<file path="config.mk">
export PLATFORM = sky130hd
export DESIGN_NAME = lane_pass_detector_lap_counter
export DESIGN_NICKNAME = d
export VERILOG_FILES = /design/src/sv/lpd_pkg.sv /design/src/sv/lpd_ram.sv /design/src/sv/lane_pass_detector_lap_counter.sv
export SDC_FILE = /design/constraint.sdc
export NUM_CORES = 1
export LEC_CHECK = 0
export BUFFER_PORTS_ARGS = -buffer_cell sky130_fd_sc_hd__buf_2
export CORE_UTILIZATION = 50
export DETAILED_ROUTE_END_ITERATION = 10
export PLACE_DENSITY = 0.67
export SLEW_MARGIN = 20
export SYNTH_ARGS = -nofsm -noshare
export SYNTH_HDL_FRONTEND = slang
export SYNTH_SLANG_ARGS = --single-unit
</file>
<file path="constraint.sdc">
create_clock -name clk -period 15.25 [get_ports clk]
set_input_delay 2.2875 -clock clk [delete_from_list [all_inputs] [get_ports clk]]
set_output_delay 2.2875 -clock clk [all_outputs]
set_load 0.01 [all_outputs]
</file>
<file path="src/sv/lpd_pkg.sv">
package lpd_pkg;

    // Lane count and ADC resolution.
    localparam int LANES       = 3;
    localparam int SAMPLE_BITS = 12;

    // Width of the lane field on the port, and of a state memory address.
    localparam int LANE_BITS = 2;
    localparam int LANE_AW   = (LANES > 1) ? $clog2(LANES) : 1;

    // Per-lane state widths.
    localparam int HIST_BITS = 8;
    localparam int RUN_BITS  = 16;
    localparam int LAP_BITS  = 8;

    localparam logic [HIST_BITS-1:0] LAP_PATTERN   = 8'h03;
    localparam logic [HIST_BITS-1:0] HISTORY_RESET = 8'hFF;
    localparam logic [RUN_BITS-1:0]  RUN_MAX       = 16'hFFFF;

    // Configuration port.
    localparam int CFG_IDX_BITS  = 3;
    localparam int CFG_DATA_BITS = 16;

    localparam logic [SAMPLE_BITS-1:0] RESET_MARGIN = SAMPLE_BITS'(100);
    localparam logic [RUN_BITS-1:0]    RESET_LIMIT  = RUN_BITS'(1000);

    typedef enum logic [CFG_IDX_BITS-1:0] {
        CFG_BASELINE0 = 3'd0,
        CFG_BASELINE1 = 3'd1,
        CFG_BASELINE2 = 3'd2,
        CFG_MARGIN    = 3'd3,
        CFG_LIMIT     = 3'd4
    } cfg_index_t;

    // One entry of the lane state memory.
    typedef struct packed {
        logic [HIST_BITS-1:0] history;
        logic [RUN_BITS-1:0]  run_count;
        logic [LAP_BITS-1:0]  laps;
    } lane_state_t;

    localparam int STATE_BITS = $bits(lane_state_t);

endpackage

</file>
<file path="src/sv/lpd_ram.sv">
module lpd_ram #(
    parameter int WIDTH = 32,
    parameter int DEPTH = 4
) (
    input  logic                                  clk,
    input  logic                                  we,
    input  logic [((DEPTH > 1) ? $clog2(DEPTH) : 1)-1:0] waddr,
    input  logic [WIDTH-1:0]                      wdata,
    input  logic                                  re,
    input  logic [((DEPTH > 1) ? $clog2(DEPTH) : 1)-1:0] raddr,
    output logic [WIDTH-1:0]                      rdata
);

    logic [WIDTH-1:0] mem [DEPTH];

    // One write port and one registered read port.
    always_ff @(posedge clk)
    begin
        if (we)
        begin
            mem[waddr] <= wdata;
        end
        if (re)
        begin
            rdata <= mem[raddr];
        end
    end

endmodule

</file>
<file path="src/sv/lane_pass_detector_lap_counter.sv">
// An accepted sample has its lane state read from memory and its lane and sample held in the
// update stage; the updated result then goes to the output register. Throughput: one sample
// per cycle while the output is not stalled, set by the single read-modify-write pass
// over the state memory; a back-to-back sample for the same lane takes the forwarded state.
// Reset (rst_n low, asynchronous): all lanes read as history all ones, zero run and zero laps
// through per-lane valid bits; buzzer clear, baselines zero, margin 100, limit 1000.
module lane_pass_detector_lap_counter (
    input  logic                                 clk,
    input  logic                                 rst_n,
    // Configuration writes
    input  logic                                 cfg_we,
    input  logic [lpd_pkg::CFG_IDX_BITS-1:0]     cfg_index,
    input  logic [lpd_pkg::CFG_DATA_BITS-1:0]    cfg_data,
    // Sample channel
    input  logic                                 in_valid,
    output logic                                 in_stall,
    input  logic [lpd_pkg::LANE_BITS-1:0]        lane,
    input  logic [lpd_pkg::SAMPLE_BITS-1:0]      sample,
    // Result channel
    output logic                                 out_valid,
    input  logic                                 out_stall,
    output logic                                 detect,
    output logic                                 lap_event,
    output logic [lpd_pkg::LAP_BITS-1:0]         lap_count,
    output logic                                 timeout_alarm,
    output logic                                 buzzer
);

    // Configuration registers
    logic [lpd_pkg::SAMPLE_BITS-1:0] baseline_reg [lpd_pkg::LANES];
    logic [lpd_pkg::SAMPLE_BITS-1:0] margin_reg;
    logic [lpd_pkg::RUN_BITS-1:0]    limit_reg;

    // Update stage
    logic                            s1_valid_reg;
    logic [lpd_pkg::LANE_BITS-1:0]   s1_lane_reg;
    logic [lpd_pkg::SAMPLE_BITS-1:0] s1_sample_reg;
    logic                            fwd_hit_reg;
    lpd_pkg::lane_state_t            fwd_state_reg;
    logic [lpd_pkg::LANES-1:0]       entry_valid_reg;
    logic                            buzzer_reg;
    logic                            buzzer_next;

    // Output register
    logic                            out_valid_reg;
    logic                            out_detect_reg;
    logic                            out_lap_reg;
    logic [lpd_pkg::LAP_BITS-1:0]    out_laps_reg;
    logic                            out_alarm_reg;
    logic                            out_buzzer_reg;

    logic                            in_accept;
    logic                            s1_adv;
    logic                            s1_in_range;
    logic [lpd_pkg::LANE_AW-1:0]     s1_addr;
    logic [lpd_pkg::LANE_AW-1:0]     in_addr;
    logic [lpd_pkg::STATE_BITS-1:0]  ram_rdata;
    lpd_pkg::lane_state_t            state_cur;
    lpd_pkg::lane_state_t            state_new;
    logic [lpd_pkg::SAMPLE_BITS-1:0] base_sel;
    logic [lpd_pkg::SAMPLE_BITS:0]   upper_bound;
    logic [lpd_pkg::SAMPLE_BITS:0]   sample_plus_margin;
    logic                            det;
    logic                            alarm;
    logic                            lap;
    logic                            ram_we;

    // Handshake: the update stage moves on when the output register is free or drains.
    assign s1_adv    = s1_valid_reg && (!out_valid_reg || !out_stall);
    assign in_stall  = s1_valid_reg && !s1_adv;
    assign in_accept = in_valid && !in_stall;

    assign in_addr     = lane[lpd_pkg::LANE_AW-1:0];
    assign s1_addr     = s1_lane_reg[lpd_pkg::LANE_AW-1:0];
    assign s1_in_range = (s1_lane_reg < lpd_pkg::LANE_BITS'(lpd_pkg::LANES));
    assign ram_we      = s1_adv && s1_in_range;

    // Configuration register writes; unknown indexes are ignored.
    always_ff @(posedge clk or negedge rst_n)
    begin
        if (!rst_n)
        begin
            for (int k = 0; k < lpd_pkg::LANES; k++)
            begin
                baseline_reg[k] <= '0;
            end
            margin_reg <= lpd_pkg::RESET_MARGIN;
            limit_reg  <= lpd_pkg::RESET_LIMIT;
        end
        else if (cfg_we)
        begin
            for (int k = 0; k < lpd_pkg::LANES; k++)
            begin
                if (cfg_index == lpd_pkg::CFG_IDX_BITS'(k))
                begin
                    baseline_reg[k] <= cfg_data[lpd_pkg::SAMPLE_BITS-1:0];
                end
            end
            case (cfg_index)
                lpd_pkg::CFG_MARGIN: margin_reg <= cfg_data[lpd_pkg::SAMPLE_BITS-1:0];
                lpd_pkg::CFG_LIMIT:  limit_reg  <= cfg_data[lpd_pkg::RUN_BITS-1:0];
                default:             ;
            endcase
        end
    end

    // Lane state memory: read on accept, written back when the update stage moves on with an in-range lane.
    lpd_ram #(
        .WIDTH (lpd_pkg::STATE_BITS),
        .DEPTH (lpd_pkg::LANES)
    ) u_state_ram (
        .clk   (clk),
        .we    (ram_we),
        .waddr (s1_addr),
        .wdata (state_new),
        .re    (in_accept),
        .raddr (in_addr),
        .rdata (ram_rdata)
    );

    // Current lane state: forwarded write, reset value for an unwritten entry, or memory.
    always_comb
    begin
        state_cur = lpd_pkg::lane_state_t'(ram_rdata);
        base_sel  = '0;
        if (s1_in_range)
        begin
            base_sel = baseline_reg[s1_addr];
            if (fwd_hit_reg)
            begin
                state_cur = fwd_state_reg;
            end
            else if (!entry_valid_reg[s1_addr])
            begin
                state_cur.history   = lpd_pkg::HISTORY_RESET;
                state_cur.run_count = '0;
                state_cur.laps      = '0;
            end
        end
    end

    // Window compare: sample >= base + margin, or sample + margin <= base.
    assign upper_bound        = {1'b0, base_sel} + {1'b0, margin_reg};
    assign sample_plus_margin = {1'b0, s1_sample_reg} + {1'b0, margin_reg};
    assign det = ({1'b0, s1_sample_reg} >= upper_bound)
              || (sample_plus_margin <= {1'b0, base_sel});

    // Lane update: history shift, saturating run count, lap test and buzzer.
    always_comb
    begin
        state_new.history = {state_cur.history[lpd_pkg::HIST_BITS-2:0], !det};
        if (!det)
        begin
            state_new.run_count = '0;
        end
        else if (state_cur.run_count == lpd_pkg::RUN_MAX)
        begin
            state_new.run_count = state_cur.run_count;
        end
        else
        begin
            state_new.run_count = state_cur.run_count + 1'b1;
        end
        alarm = (state_new.run_count > limit_reg);
        lap   = (state_new.history == lpd_pkg::LAP_PATTERN)
             && (state_new.run_count < limit_reg);
        state_new.laps = state_cur.laps + lpd_pkg::LAP_BITS'(lap);

        buzzer_next = buzzer_reg;
        if (s1_in_range)
        begin
            if (lap)
            begin
                buzzer_next = 1'b0;
            end
            else if (alarm)
            begin
                buzzer_next = 1'b1;
            end
        end
    end

    // Control state of the update stage and the output register.
    always_ff @(posedge clk or negedge rst_n)
    begin
        if (!rst_n)
        begin
            s1_valid_reg    <= 1'b0;
            fwd_hit_reg     <= 1'b0;
            entry_valid_reg <= '0;
            buzzer_reg      <= 1'b0;
            out_valid_reg   <= 1'b0;
        end
        else
        begin
            if (in_accept)
            begin
                s1_valid_reg <= 1'b1;
            end
            else if (s1_adv)
            begin
                s1_valid_reg <= 1'b0;
            end

            if (in_accept)
            begin
                fwd_hit_reg <= ram_we && (lane == s1_lane_reg);
            end

            if (ram_we)
            begin
                entry_valid_reg[s1_addr] <= 1'b1;
            end

            if (s1_adv)
            begin
                buzzer_reg    <= buzzer_next;
                out_valid_reg <= 1'b1;
            end
            else if (!out_stall)
            begin
                out_valid_reg <= 1'b0;
            end
        end
    end

    // Payload registers.
    always_ff @(posedge clk)
    begin
        if (in_accept)
        begin
            s1_lane_reg   <= lane;
            s1_sample_reg <= sample;
        end
        if (ram_we)
        begin
            fwd_state_reg <= state_new;
        end
        if (s1_adv)
        begin
            out_detect_reg <= s1_in_range && det;
            out_lap_reg    <= s1_in_range && lap;
            out_laps_reg   <= s1_in_range ? state_new.laps : '0;
            out_alarm_reg  <= s1_in_range && alarm;
            out_buzzer_reg <= buzzer_next;
        end
    end

    assign out_valid     = out_valid_reg;
    assign detect        = out_detect_reg;
    assign lap_event     = out_lap_reg;
    assign lap_count     = out_laps_reg;
    assign timeout_alarm = out_alarm_reg;
    assign buzzer        = out_buzzer_reg;

endmodule

</file>
## Word level (Yosys, flattened, before mapping)

Memory sizes are Yosys's and may differ from the RTL's. A register that Yosys moved wholly into a read port is not among the register bits.
Cells that the tools add are included.
W data, S select, Z words.

- Register bits after elaboration: 128
- Bits in writable memories: 96
- Bits of input ports: 38
- Output and inout bits: 14
- Logic and storage cells: 89
- Memories kept: 1

- $add $sub $neg: 4
- Magnitude comparators: 8
- Equality and inequality tests: 8
- Muxes and demuxes: 22
- Bitwise gates (word level): 2
- Reduce and logical (&&, ||, !) cells: 24

Memories:

| memory | depth | width | read ports | clocked after Yosys merged registers in | wr ports | RTL line | source |
|---|---|---|---|---|---|---|---|
| u_state_ram.mem | 3 | 32 | 1 | 1 | 1 | lpd_ram.sv:14 | `logic [WIDTH-1:0] mem [DEPTH];` |

Operator list:

| kind | count |
|---|---|
| $mux W31 | 3 |
| $mux W12 | 3 |
| $mux W16 | 2 |
| $add A12 B12 Y13 | 2 |
| $bmux W12 S2 | 1 |
| $add A16 B1 Y16 const B | 1 |
| $eq A16 B16 Y1 const B | 1 |
| $gt A16 B16 Y1 | 1 |
| $lt A16 B16 Y1 | 1 |
| $ge A12 B13 Y1 | 1 |
| $le A13 B12 Y1 | 1 |
| $mux W1 | 11 |
| $logic_and A1 B1 Y1 | 10 |
| $reduce_and A2 Y1 | 5 |
| $add A8 B1 Y8 | 1 |
| $eq A8 B2 Y1 const B | 1 |
| $eq A3 B2 Y1 const B | 2 |
| $logic_not A1 Y1 | 5 |
| $eq A3 B1 Y1 const B | 1 |
| $eq A3 B3 Y1 const B | 1 |
| $ge A3 B3 Y1 const B | 1 |
| $logic_not A3 Y1 | 1 |
| $lt A2 B3 Y1 const B | 1 |
| $not A2 Y3 | 1 |
| other kinds (9) | 10 |

## Depth between registers and ports, before layout

Gate-level depths: netlist of run 1.

- Depth after elaboration: 13
- Gate-level depth with buffers: 40
- Depth with buffers taken out: 35

## Modules after synthesis

From an unflattened synthesis of run 1, not the netlist that was laid out.

- Cell total of the unflattened synthesis: 976
- Area total of the unflattened synthesis: 12522.0 um^2

By module, submodules not included:

| module | instances | cells an instance | area an instance (um^2) | seq. area each (um^2) |
|---|---|---|---|---|
| lane_pass_detector_lap_counter | 1 | 738 | 7938.9 | 3499.6 |
| lpd_ram | 1 | 238 | 4583.1 | 3843.7 |

## Least setup slack after synthesis of run 1

No wires, ideal clock.

- Path type: reg2reg
- From: register s1_lane_reg, in the netlist s1_addr[0]
- To: register out_laps_reg, in the netlist lap_count[7], data pin
- Setup time: 255 ps
- Data arrival time: 7154 ps
- Required time: 14995 ps
- Path slack: 7841 ps
- Stages on the path, launching flop included: 39
- Path buffers: 4
- Period minus slack after synthesis: 7409 ps
- Cell sequence: edfxtp_1 > buf_2 > buf_2 > buf_1 > mux2i_1 > nor2_1 > a21oi_1 > inv_1 > ha_1 > o21ai_0 > o21bai_1 > a221o_1 > o211ai_1 > a21oi_1 > a21o_1 > a21oi_1 > xnor2_1 > ha_1 > [3 not listed] > or3_1 > a21oi_1 > a22oi_1 > buf_4 > a311oi_1 > ha_1 > and4_1 > a221o_1 > a21oi_1 > o31ai_1 > nand2b_1 > and3b_1 > ha_1 > inv_1 > nor3_1 > nand2_1 > xor2_1 > and2_1

RTL lines:

| what | RTL line | source |
|---|---|---|
| start: declaration | lane_pass_detector_lap_counter.sv:36 | `logic [lpd_pkg::LANE_BITS-1:0] s1_lane_reg;` |
| start signal: assignment | lane_pass_detector_lap_counter.sv:232 | `s1_lane_reg <= lane;` |
| end signal: assignment | lane_pass_detector_lap_counter.sv:243 | `out_laps_reg <= s1_in_range ? state_new.laps : '0;` |
| end: declaration | lane_pass_detector_lap_counter.sv:48 | `logic [lpd_pkg::LAP_BITS-1:0] out_laps_reg;` |

==> results of run 1 <==
kinds of logic (layout without fill, tap and decap cells):
family / count (synthesis) / count (layout)
AND/OR/NAND/NOR: 213 / 213
AO/OA/AOI/OAI: 229 / 229
adder cells (fa/ha/maj): 67 / 67
XOR/XNOR: 34 / 34
flip-flops: 252 / 252
multiplexers: 94 / 94
buffers and inverters: 79 / 157
layout by cell type, fill, tap and decap left out, types with 16 or more instances in the layout:
master and n:
clkbuf_16 28, buf_2 50, mux2_2 49, o21ai_0 72
edfxtp_1 181, nand3_1 17, inv_1 41, mux2i_1 45
a21oi_1 43, nand2_1 75, xor2_1 16, ha_1 65
nor2_1 38, dfrtp_1 62, xnor2_1 18, a21o_1 20
metrics by stage:
stage | hold slack, ns | total power, uW | instance area (um^2) | utilization [%] | setup WS, ns
CTS | 0.466 | 2130 | 13800 | 58.1 | 6.77
detailed placement | 0.444 | 1490 | 12900 | 54.4 | 6.78
global placement | 0.444 | 1480 | 12900 | 54.4 | 7.03
floorplan | 0.430 | 1330 | 12300 | - | 7.84
finish | 0.464 | 2120 | 13800 | 58.1 | 6.73
global route | 0.471 | 2230 | 13800 | 58.1 | 6.11
critical path, delay by kind of cell, from the launching register on:
| kind | cells | cell delay, ns |
|---|---|---|
| simple gates | 9 | 2.37 |
| flops | 1 | 0.90 |
| fa+ha+maj | 4 | 1.09 |
| xor+xnor | 2 | 0.30 |
| compound gates | 16 | 3.30 |
| buf+inv | 2 | 0.29 |
power groups by stage:
stage	logic, uW	clock network, uW	registers [uW]
6_report	566	634	916
5_1_grt	635	673	926
4_1_cts	566	644	916
3_5_place_dp	562	0	929
3_3_place_gp	553	0	927
2_1_floorplan	413	0	917
routing by layer:
| metal | track usage (%) | vias up |
|---|---|---|
| met5 | 0 | - |
| met4 | 5.52 | 0 |
| met3 | 2.35 | 43 |
| met2 | 33.7 | 165 |
| met1 | 31.5 | 3874 |
| li1 | - | 3744 |
final cells by class:
type                    count  share of cell area, %
repair buffers             65                   2.63
clock buffers              41                   5.72
well taps                 319                   2.89
multi-input cells         637                   34.7
flip-flops and latches    252                   52.3
clock inverters             9                  0.571
inverters                  42                   1.14
worst paths after layout:
kind | start | slack, ns | to | cells after the start
min in group asynchronous | rst_n | 1.90 | margin_reg[1] | 1
setup / recovery | s1_addr[1] | 6.73 | lap_count[7] | 33
setup reg to reg | s1_addr[1] | 6.73 | lap_count[7] | 33
hold reg to reg | entry_valid_reg[2] | 0.46 | entry_valid_reg[2] | 1
max in group asynchronous | rst_n | 12.73 | margin_reg[9] | 1
hold / removal | entry_valid_reg[2] | 0.46 | entry_valid_reg[2] | 1
Yosys cell counts, types with 8 or more instances:
master | instances | area share (%)
o21ai_0 | 72 | 2.9
a21o_1 | 20 | 1.2
dfstp_2 | 9 | 1.9
dfrtp_1 | 62 | 13
and2_1 | 15 | 0.76
nor2_1 | 39 | 1.2
ha_1 | 65 | 6.6
a22o_1 | 8 | 0.57
a211oi_1 | 12 | 0.73
nand4_1 | 8 | 0.41
nand2_1 | 75 | 2.3
a22oi_1 | 14 | 0.86
a21oi_1 | 43 | 1.8
nor3_1 | 9 | 0.37
xor2_1 | 16 | 1.1
xnor2_1 | 18 | 1.3
mux2_2 | 49 | 4.5
nand3_1 | 17 | 0.69
clkbuf_1 | 21 | 0.64
mux2i_1 | 45 | 3.7
edfxtp_1 | 181 | 44
inv_1 | 42 | 1.3
nand2b_1 | 9 | 0.46
==> results.sh, run 1 <==
export IMPL_wl_met3_um=960
export IMPL_ctsRootBufferMaster="clkbuf_16"
export IMPL_timing_clock_skew_ns=0.0223
export IMPL_yosysWarnings=0
export IMPL_cp_required_ns=15.53
export IMPL_max_stage_delay_ns=0.90
export IMPL_fin_tns_setup_ns=0
export IMPL_synth_nets=1073
export IMPL_hold_path_class="register to register"
export IMPL_grt_max_degree=72
export IMPL_drtIter0Drc=547
export IMPL_maxCapViolCount=0
export IMPL_via_count=7826
export IMPL_cp_start_kind="register"
export IMPL_wl_um=26400
export IMPL_cts_tree="yes"
export IMPL_start_util_pct=51.7
export IMPL_io_buffers=51
export IMPL_endpoint_kind="register"
export IMPL_die_area_um2=25200
export IMPL_areaGrowthSynthToFinish_pct=12.4
export IMPL_cp_max_fo=24
export IMPL_path_class="register to register"
export IMPL_ios=52
export IMPL_grt_pass1_wl_um=42400
export IMPL_cts_clk_slew_worst_paths_ns=0.06
export IMPL_antenna_found_initial=0
export IMPL_report_final_slew_viol_count=0
export IMPL_finalNonFillerCells=1365
export IMPL_slew_headroom_pct=28.6
export IMPL_clkSinkCount=252
export IMPL_rsz0062_at_grt="false"
export IMPL_drive_gt1_share_pct=18.5
export IMPL_comb_power_share_pct=26.7
export IMPL_synth_seq_area_share_pct=58.8
export IMPL_met1_length_um=12700
export IMPL_synth_fa_ha_area_share_pct=6.95
export IMPL_ir_worst_vdd_mv=0.112
export IMPL_synth_top_family_by_area="compound AO/OA/AOI/OAI gates"
export IMPL_min_period_ns=8.52
export IMPL_power_density_nw_per_um2=153
export IMPL_viasPerCell=5.73
export IMPL_finalHoldViolCount=0
export IMPL_critPathSlowestCell="edfxtp_1"
export IMPL_die_y_um=159
export IMPL_syn_inst=968
export IMPL_grt_usage_pct=21.4
export IMPL_pwr_share_clk_pct=30.0
export IMPL_yosys_area_share_xor_xnor_pct=2.43
export IMPL_status="complete, no violations"
export IMPL_placed_cells_incl_taps=1315
export IMPL_rows=56
export IMPL_gp_congestion=0.890
export IMPL_async_reset_ff_share_pct=28.2
export IMPL_synthMuxAreaShare_pct=8.16
export IMPL_numCtsBuffers=27
export IMPL_post_cts_buffers=0
export IMPL_synth_simple_area_share_pct=8.91
export IMPL_regArea_um2=7220
export IMPL_cts_htree_levels=1
export IMPL_highest_layer="met4"
export IMPL_core_um2=23800
export IMPL_syn_avg_cell_area_um2=12.7
export IMPL_multi_input_area_um2=4790
export IMPL_clk_latency_ns=0.54
export IMPL_fill_cells=1882
export IMPL_die_x_um=159
export IMPL_p_int_uw=1480
export IMPL_p_leak_uw=0.00552
export IMPL_cts_hold_buf=0
export IMPL_clock_fmax_mhz=117
export IMPL_p_seq_share_pct=43.3
export IMPL_synth_compound_area_share_pct=12.1
export IMPL_avgRoutedWirePerCell_um=19.3
export IMPL_grt_pass1_vias=7715
export IMPL_p_switching_uw=641
export IMPL_drc=0
export IMPL_drt_pass1_iter_count=5
export IMPL_cts_resized_gates=0
export IMPL_nNetsFinal=1130
export IMPL_crit_arrival_ns=8.80
export IMPL_setup_viol=0
export IMPL_netlist_area_um2=12300
export IMPL_grt_ovfl_total=0
export IMPL_synthFlopType="edfxtp_1"
export IMPL_ant_nets=0
export IMPL_wl_met2_um=12200
export IMPL_switching_share_pct=30.3
export IMPL_cts_buffer_depth=3
export IMPL_synth_edff_count=181
export IMPL_largest_reg_flops=93
export IMPL_ys_types=73
export IMPL_period_share_pct=55.9
export IMPL_dp_hpwl_um=17400
export IMPL_worst_slew_pin_slew_ns=1.07
export IMPL_ys_ff_latch=252
export IMPL_n_antenna_cell=0
Note: power is estimated with default switching activity, not from simulation.
==> run 2: changes to the inputs <==
--- a/config.mk
+++ b/config.mk
@@ -5,10 +5,11 @@
 export SDC_FILE = /design/constraint.sdc
 export NUM_CORES = 1
 export LEC_CHECK = 0
+export ABC_AREA = 1
 export BUFFER_PORTS_ARGS = -buffer_cell sky130_fd_sc_hd__buf_2
 export CORE_UTILIZATION = 50
 export DETAILED_ROUTE_END_ITERATION = 10
-export PLACE_DENSITY = 0.67
+export PLACE_DENSITY = 0.69
 export SLEW_MARGIN = 20
 export SYNTH_ARGS = -nofsm -noshare
 export SYNTH_HDL_FRONTEND = slang
==> constraint.sdc (replaced) <==
create_clock -name clk -period 7.7 [get_ports clk]
set_input_delay 1.155 -clock clk [delete_from_list [all_inputs] [get_ports clk]]
set_output_delay 1.155 -clock clk [all_outputs]
set_load 0.01 [all_outputs]
==> results.sh, run 2 <==
export IMPL_netlist_area_um2=12300
export IMPL_setup_viol=0
export IMPL_die_y_um=159
export IMPL_cp_start_kind="register"
export IMPL_status="complete, no violations"
export IMPL_start_util_pct=50.9
export IMPL_path_class="register to register"
export IMPL_finalHoldViolCount=0
export IMPL_n_antenna_cell=0
export IMPL_nNetsFinal=1371
export IMPL_clkSinkCount=252
export IMPL_core_um2=24200
export IMPL_worst_slew_pin_slew_ns=1.09
export IMPL_numCtsBuffers=26
export IMPL_ys_types=50
export IMPL_dp_hpwl_um=17900
export IMPL_hold_path_class="register to register"
export IMPL_via_count=8679
export IMPL_areaGrowthSynthToFinish_pct=12.0
export IMPL_crit_path_frequent_cell="nand2_1"
export IMPL_grt_ovfl_total=0
export IMPL_cts_hold_buf=0
export IMPL_antenna_found_initial=0
export IMPL_maxCapViolCount=0
export IMPL_rows=57
export IMPL_synth_seq_area_share_pct=58.6
export IMPL_min_period_ns=6.94
export IMPL_startpoint="s1_addr[1]"
export IMPL_synth_top_area_cell="edfxtp_1"
export IMPL_cp_required_ns=8.10
export IMPL_drtIter0Drc=682
export IMPL_drc=0
export IMPL_ir_worst_vdd_mv=0.217
export IMPL_die_x_um=159
export IMPL_cts_tree="yes"
export IMPL_crit_arrival_ns=7.34
export IMPL_gp_congestion=0.874
export IMPL_final_cell_mix="nand2_1 (242), edfxtp_1 (181), inv_1 (114)"
export IMPL_netlist_top_cells_count="nand2_1 (243), edfxtp_1 (181), inv_1 (116), a21oi_1 (111), nor2_1 (103)"
export IMPL_yosysWarnings=0
export IMPL_slew_headroom_pct=27.5
export IMPL_rsz0062_at_grt="false"
export IMPL_endpoint_kind="register"
export IMPL_r2r_slack_ns=0.76
export IMPL_regToRegStartpoint="s1_addr[1]"
export IMPL_largest_reg_flops=93
export IMPL_power_density_nw_per_um2=285
export IMPL_synth_most_common_cell="nand2_1"
export IMPL_holdCritStartpoint="entry_valid_reg[1]"
export IMPL_synth_edff_count=181
export IMPL_grt_pass1_wl_um=44500
export IMPL_ys_ff_latch=252
export IMPL_hold_ws_ns=0.471
export IMPL_cts_htree_levels=1
export IMPL_yosys_area_top_type_share_pct=44.1
export IMPL_clk_latency_ns=0.55
export IMPL_max_stage_delay_ns=0.47
export IMPL_clock_fmax_mhz=144
export IMPL_avgRoutedWirePerCell_um=17.2
export IMPL_cp_max_fo=20
export IMPL_grt_max_degree=72
export IMPL_ctsRootBufferMaster="clkbuf_16"
export IMPL_syn_inst=1210
export IMPL_cts_clk_slew_worst_paths_ns=0.06
export IMPL_period_share_pct=90.1
export IMPL_syn_avg_cell_area_um2=10.2
export IMPL_grt_usage_pct=22.4
export IMPL_io_buffers=51
export IMPL_synth_nets=1315
export IMPL_fin_tns_setup_ns=0
export IMPL_ios=52
export IMPL_timing_clock_skew_ns=0.0284
export IMPL_drive_gt1_share_pct=13.5
export IMPL_grt_pass1_vias=8350
export IMPL_p_leak_uw=0.00597
export IMPL_drt_pass1_iter_count=5
export IMPL_cts_buffer_depth=3
export IMPL_critPathSlowestCell="edfxtp_1"
export IMPL_die_area_um2=25300
export IMPL_wl_um=27800
export IMPL_viasPerCell=5.39
export IMPL_ant_nets=0
export IMPL_report_final_slew_viol_count=0
export IMPL_async_reset_ff_share_pct=28.2
export IMPL_final_common_cell="nand2_1"
export IMPL_synth_area_top_cells="edfxtp_1 (44%), dfrtp_1 (13%), nand2_1 (7.4%)"
export IMPL_synthFlopType="edfxtp_1"
-- run 2: logic make-up after synthesis --
| family | Yosys count | synth area share (%) |
|---|---|---|
| AO/OA/AOI/OAI | 214 | 9.49 |
| AND/OR/NAND/NOR | 477 | 17.0 |
| adder cells (fa/ha/maj) | 67 | 6.92 |
| flip-flops | 252 | 58.6 |
| buffers and inverters | 164 | 5.43 |
| XOR/XNOR | 36 | 2.62 |
-- run 2: area by class of cell --
type / instances / area (um^2)
Fill cell: 2091 / 10400
Sequential cell: 252 / 7220
Multi-Input combinational cell: 794 / 4500
Clock buffer: 35 / 694
Inverter: 123 / 475
Timing Repair Buffer: 69 / 410
Tap cell: 324 / 405
Clock inverter: 13 / 105
-- run 2: metal layers --
layer,vias to the layer above,share of wire (%),track usage [%]
met5,-,0,0
met4,0,2.1,5.86
met3,40,6.0,2.47
met2,287,46,35.9
met1,4116,46,32.5
li1,4236,-,-
-- run 2: final timing paths --
check / end / cells after the start
max: lap_count[5] / 40
min: entry_valid_reg[1] / 1
max reg2reg: lap_count[5] / 40
min reg2reg: entry_valid_reg[1] / 1
max in group asynchronous: margin_reg[11] / 2
min in group asynchronous: limit_reg[14] / 2
-- run 2: metrics by stage --
step                power, uW  utilization (%)  worst slack [ns]  std cells  instance area (um^2)
global placement         2720             53.3             0.582       1557                 12900
floorplan                2480                -              1.52       1210                 12300
CTS                      3940             56.5             0.322       1605                 13700
detailed placement       2750             53.3             0.364       1557                 12900
finish                   3940             57.0             0.758       1610                 13800
global route             4170             57.0            0.0440       1610                 13800
-- run 2: where the power goes --
group          total, uW  switching [uW]  internal, uW  leakage, uW
logic                976             640           336      0.00302
clock network       1190             526           669     0.000398
registers           1770            74.4          1700      0.00255
-- run 2: timing repair --
action	CTS	global route
endpoints found under the setup margin	0	31
gates resized for setup	0	11
buffers inserted	0	4
-- run 2: critical path: cells and delay by family (launching register included) --
| family | cells | cell delay [ns] |
|---|---|---|
| AND/OR/NAND/NOR | 19 | 2.16 |
| AO/OA/AOI/OAI | 9 | 1.68 |
| adder cells (fa/ha/maj) | 4 | 1.17 |
| buffers and inverters | 6 | 0.75 |
| XOR/XNOR | 2 | 0.56 |
| flip-flops | 1 | 0.47 |
==> run 3: changes to the inputs <==
--- a/config.mk
+++ b/config.mk
@@ -8,6 +8,7 @@
 export ABC_AREA = 1
 export BUFFER_PORTS_ARGS = -buffer_cell sky130_fd_sc_hd__buf_2
 export CORE_UTILIZATION = 50
+export CTS_CLUSTER_DIAMETER = 100
 export DETAILED_ROUTE_END_ITERATION = 10
 export PLACE_DENSITY = 0.69
 export SLEW_MARGIN = 20
==> constraint.sdc (replaced) <==
create_clock -name clk -period 6.3 [get_ports clk]
set_input_delay 0.945 -clock clk [delete_from_list [all_inputs] [get_ports clk]]
set_output_delay 0.945 -clock clk [all_outputs]
set_load 0.01 [all_outputs]
==> results.sh, run 3 (synthesized netlist as in run 2, its figures left out) <==
export IMPL_antenna_found_initial=0
export IMPL_ir_worst_vdd_mv=0.235
export IMPL_dp_slack_ns=-0.232
export IMPL_maxCapViolCount=0
export IMPL_multi_input_area_um2=5030
export IMPL_fin_tns_setup_ns=0
export IMPL_setup_viol=0
export IMPL_cts_buffer_depth=3
export IMPL_areaGrowthSynthToFinish_pct=20.7
export IMPL_clk_latency_ns=0.56
export IMPL_min_period_ns=6.15
export IMPL_path_class="register to register"
export IMPL_die_x_um=159
export IMPL_final_common_cell="nand2_1"
export IMPL_worst_slew_pin_slew_ns=1.06
export IMPL_layout_setup_ws_ns=0.147
export IMPL_gp_congestion=0.905
export IMPL_drtIter0Drc=859
export IMPL_p_leak_uw=0.00632
export IMPL_power_density_nw_per_um2=368
export IMPL_start_util_pct=50.9
export IMPL_grt_pass1_wl_um=45900
export IMPL_hold_path_class="register to register"
export IMPL_crit_arrival_ns=6.46
export IMPL_rsz0062_at_grt="true"
export IMPL_timing_clock_skew_ns=0.0250
export IMPL_wl_um=29700
export IMPL_numCtsBuffers=27
export IMPL_grt_max_degree=72
export IMPL_grt_usage_pct=22.9
export IMPL_grt_pass1_vias=8704
export IMPL_die_area_um2=25300
export IMPL_critPathSlowestCell="edfxtp_1"
export IMPL_avgRoutedWirePerCell_um=17.8
export IMPL_ios=52
export IMPL_clkSinkCount=252
export IMPL_wl_met2_um=13600
export IMPL_nNetsFinal=1423
export IMPL_final_cell_mix="nand2_1 (234), edfxtp_1 (181), inv_1 (111)"
export IMPL_fill_cells=1942
export IMPL_dp_hpwl_um=18400
export IMPL_n_antenna_cell=0
export IMPL_drt_pass1_iter_count=5
export IMPL_ctsRootBufferMaster="clkbuf_16"
export IMPL_slew_headroom_pct=29.5
export IMPL_max_stage_delay_ns=0.43
export IMPL_hold_ws_ns=0.479
export IMPL_ant_nets=0
export IMPL_io_buffers=51
export IMPL_grt_ovfl_total=0
export IMPL_highest_layer="met4"
export IMPL_period_share_pct=97.7
export IMPL_cp_max_fo=7
export IMPL_rows=57
export IMPL_cts_hold_buf=0
export IMPL_finalNonFillerCells=1663
export IMPL_via_count=9103
export IMPL_met1_length_um=13500
export IMPL_crit_path_frequent_cell="nand2_2"
export IMPL_status="complete, no violations"
export IMPL_viasPerCell=5.47
export IMPL_report_final_slew_viol_count=0
export IMPL_finalHoldViolCount=0
export IMPL_drive_gt1_share_pct=22.3
export IMPL_cts_htree_levels=1
export IMPL_cp_start_kind="register"
export IMPL_placed_cells_incl_taps=1595
export IMPL_core_um2=24200
export IMPL_cp_required_ns=6.61
export IMPL_die_y_um=159
export IMPL_drc=0
export IMPL_clock_fmax_mhz=163
export IMPL_finalPower_uw=5470
export IMPL_cts_tree="yes"
export IMPL_endpoint_kind="register"
export IMPL_cts_clk_slew_worst_paths_ns=0.06
export IMPL_regArea_um2=7220
export IMPL_largest_reg_flops=93
export IMPL_wl_met3_um=2000
[run 3: changes by cell type in the layout (fill, tap and decap cells not counted), moves of 4 or more]
| cell | change |
|---|---|
| nand2_2 | +8 |
| nor2_4 | +6 |
| buf_4 | +46 |
| nand3_1 | -4 |
| ha_1 | -18 |
| a21oi_4 | +10 |
| nor2_1 | -8 |
| a21oi_2 | +9 |
| a21oi_1 | -19 |
| nor3_1 | -4 |
| ha_4 | +17 |
| nand2_1 | -8 |
[run 3: final cells by class]
type | count | area share (%)
well taps | 324 | 2.72
multi-input cells | 794 | 33.8
clock inverters | 12 | 1.24
clock buffers | 38 | 5.02
flip-flops and latches | 252 | 48.5
repair buffers | 120 | 5.49
inverters | 123 | 3.19
[run 3: routing by layer]
| metal | up-vias | GRT usage (%) |
|---|---|---|
| li1 | 4340 | - |
| met1 | 4391 | 33.8 |
| met2 | 328 | 35.5 |
| met3 | 44 | 2.74 |
| met4 | 0 | 6.91 |
| met5 | - | 0 |
[run 3: power breakdown]
part           internal (uW)  switching, uW
registers               2080           89.3
clock network            998            655
logic                    675            979
[run 3: through the flow]
stage          util, %  instance area (um^2)
2_1_floorplan        -                 12300
3_3_place_gp      54.4                 13200
5_1_grt           61.4                 14900
4_1_cts           58.6                 14200
3_5_place_dp      54.4                 13200
6_report          61.4                 14900
[run 3: timing repair]
action                                  4_1_cts  5_1_grt
endpoints found under the setup margin       30       38
buffers inserted                              3       14
pin swaps                                     1       49
gates resized for setup                      10      102
[run 3: critical path: cells and delay by family (launching register included)]
| family | cells | cell delay (ns) |
|---|---|---|
| buf+inv | 9 | 1.03 |
| simple gates | 19 | 1.98 |
| fa+ha+maj | 4 | 1.05 |
| compound gates | 7 | 1.05 |
| xor+xnor | 2 | 0.38 |
| flops | 1 | 0.43 |
[run 3: final timing paths]
path / to / from / slack (ns) / cells past startpoint
min in group asynchronous: limit_reg[15] / rst_n / 0.60 / 2
max reg2reg: u_state_ram.mem[2][7] / s1_addr[1] / 0.15 / 41
min reg2reg: entry_valid_reg[2] / entry_valid_reg[2] / 0.48 / 1
max in group asynchronous: margin_reg[7] / rst_n / 5.05 / 2
max: u_state_ram.mem[2][7] / s1_addr[1] / 0.15 / 41
min: entry_valid_reg[2] / entry_valid_reg[2] / 0.48 / 1
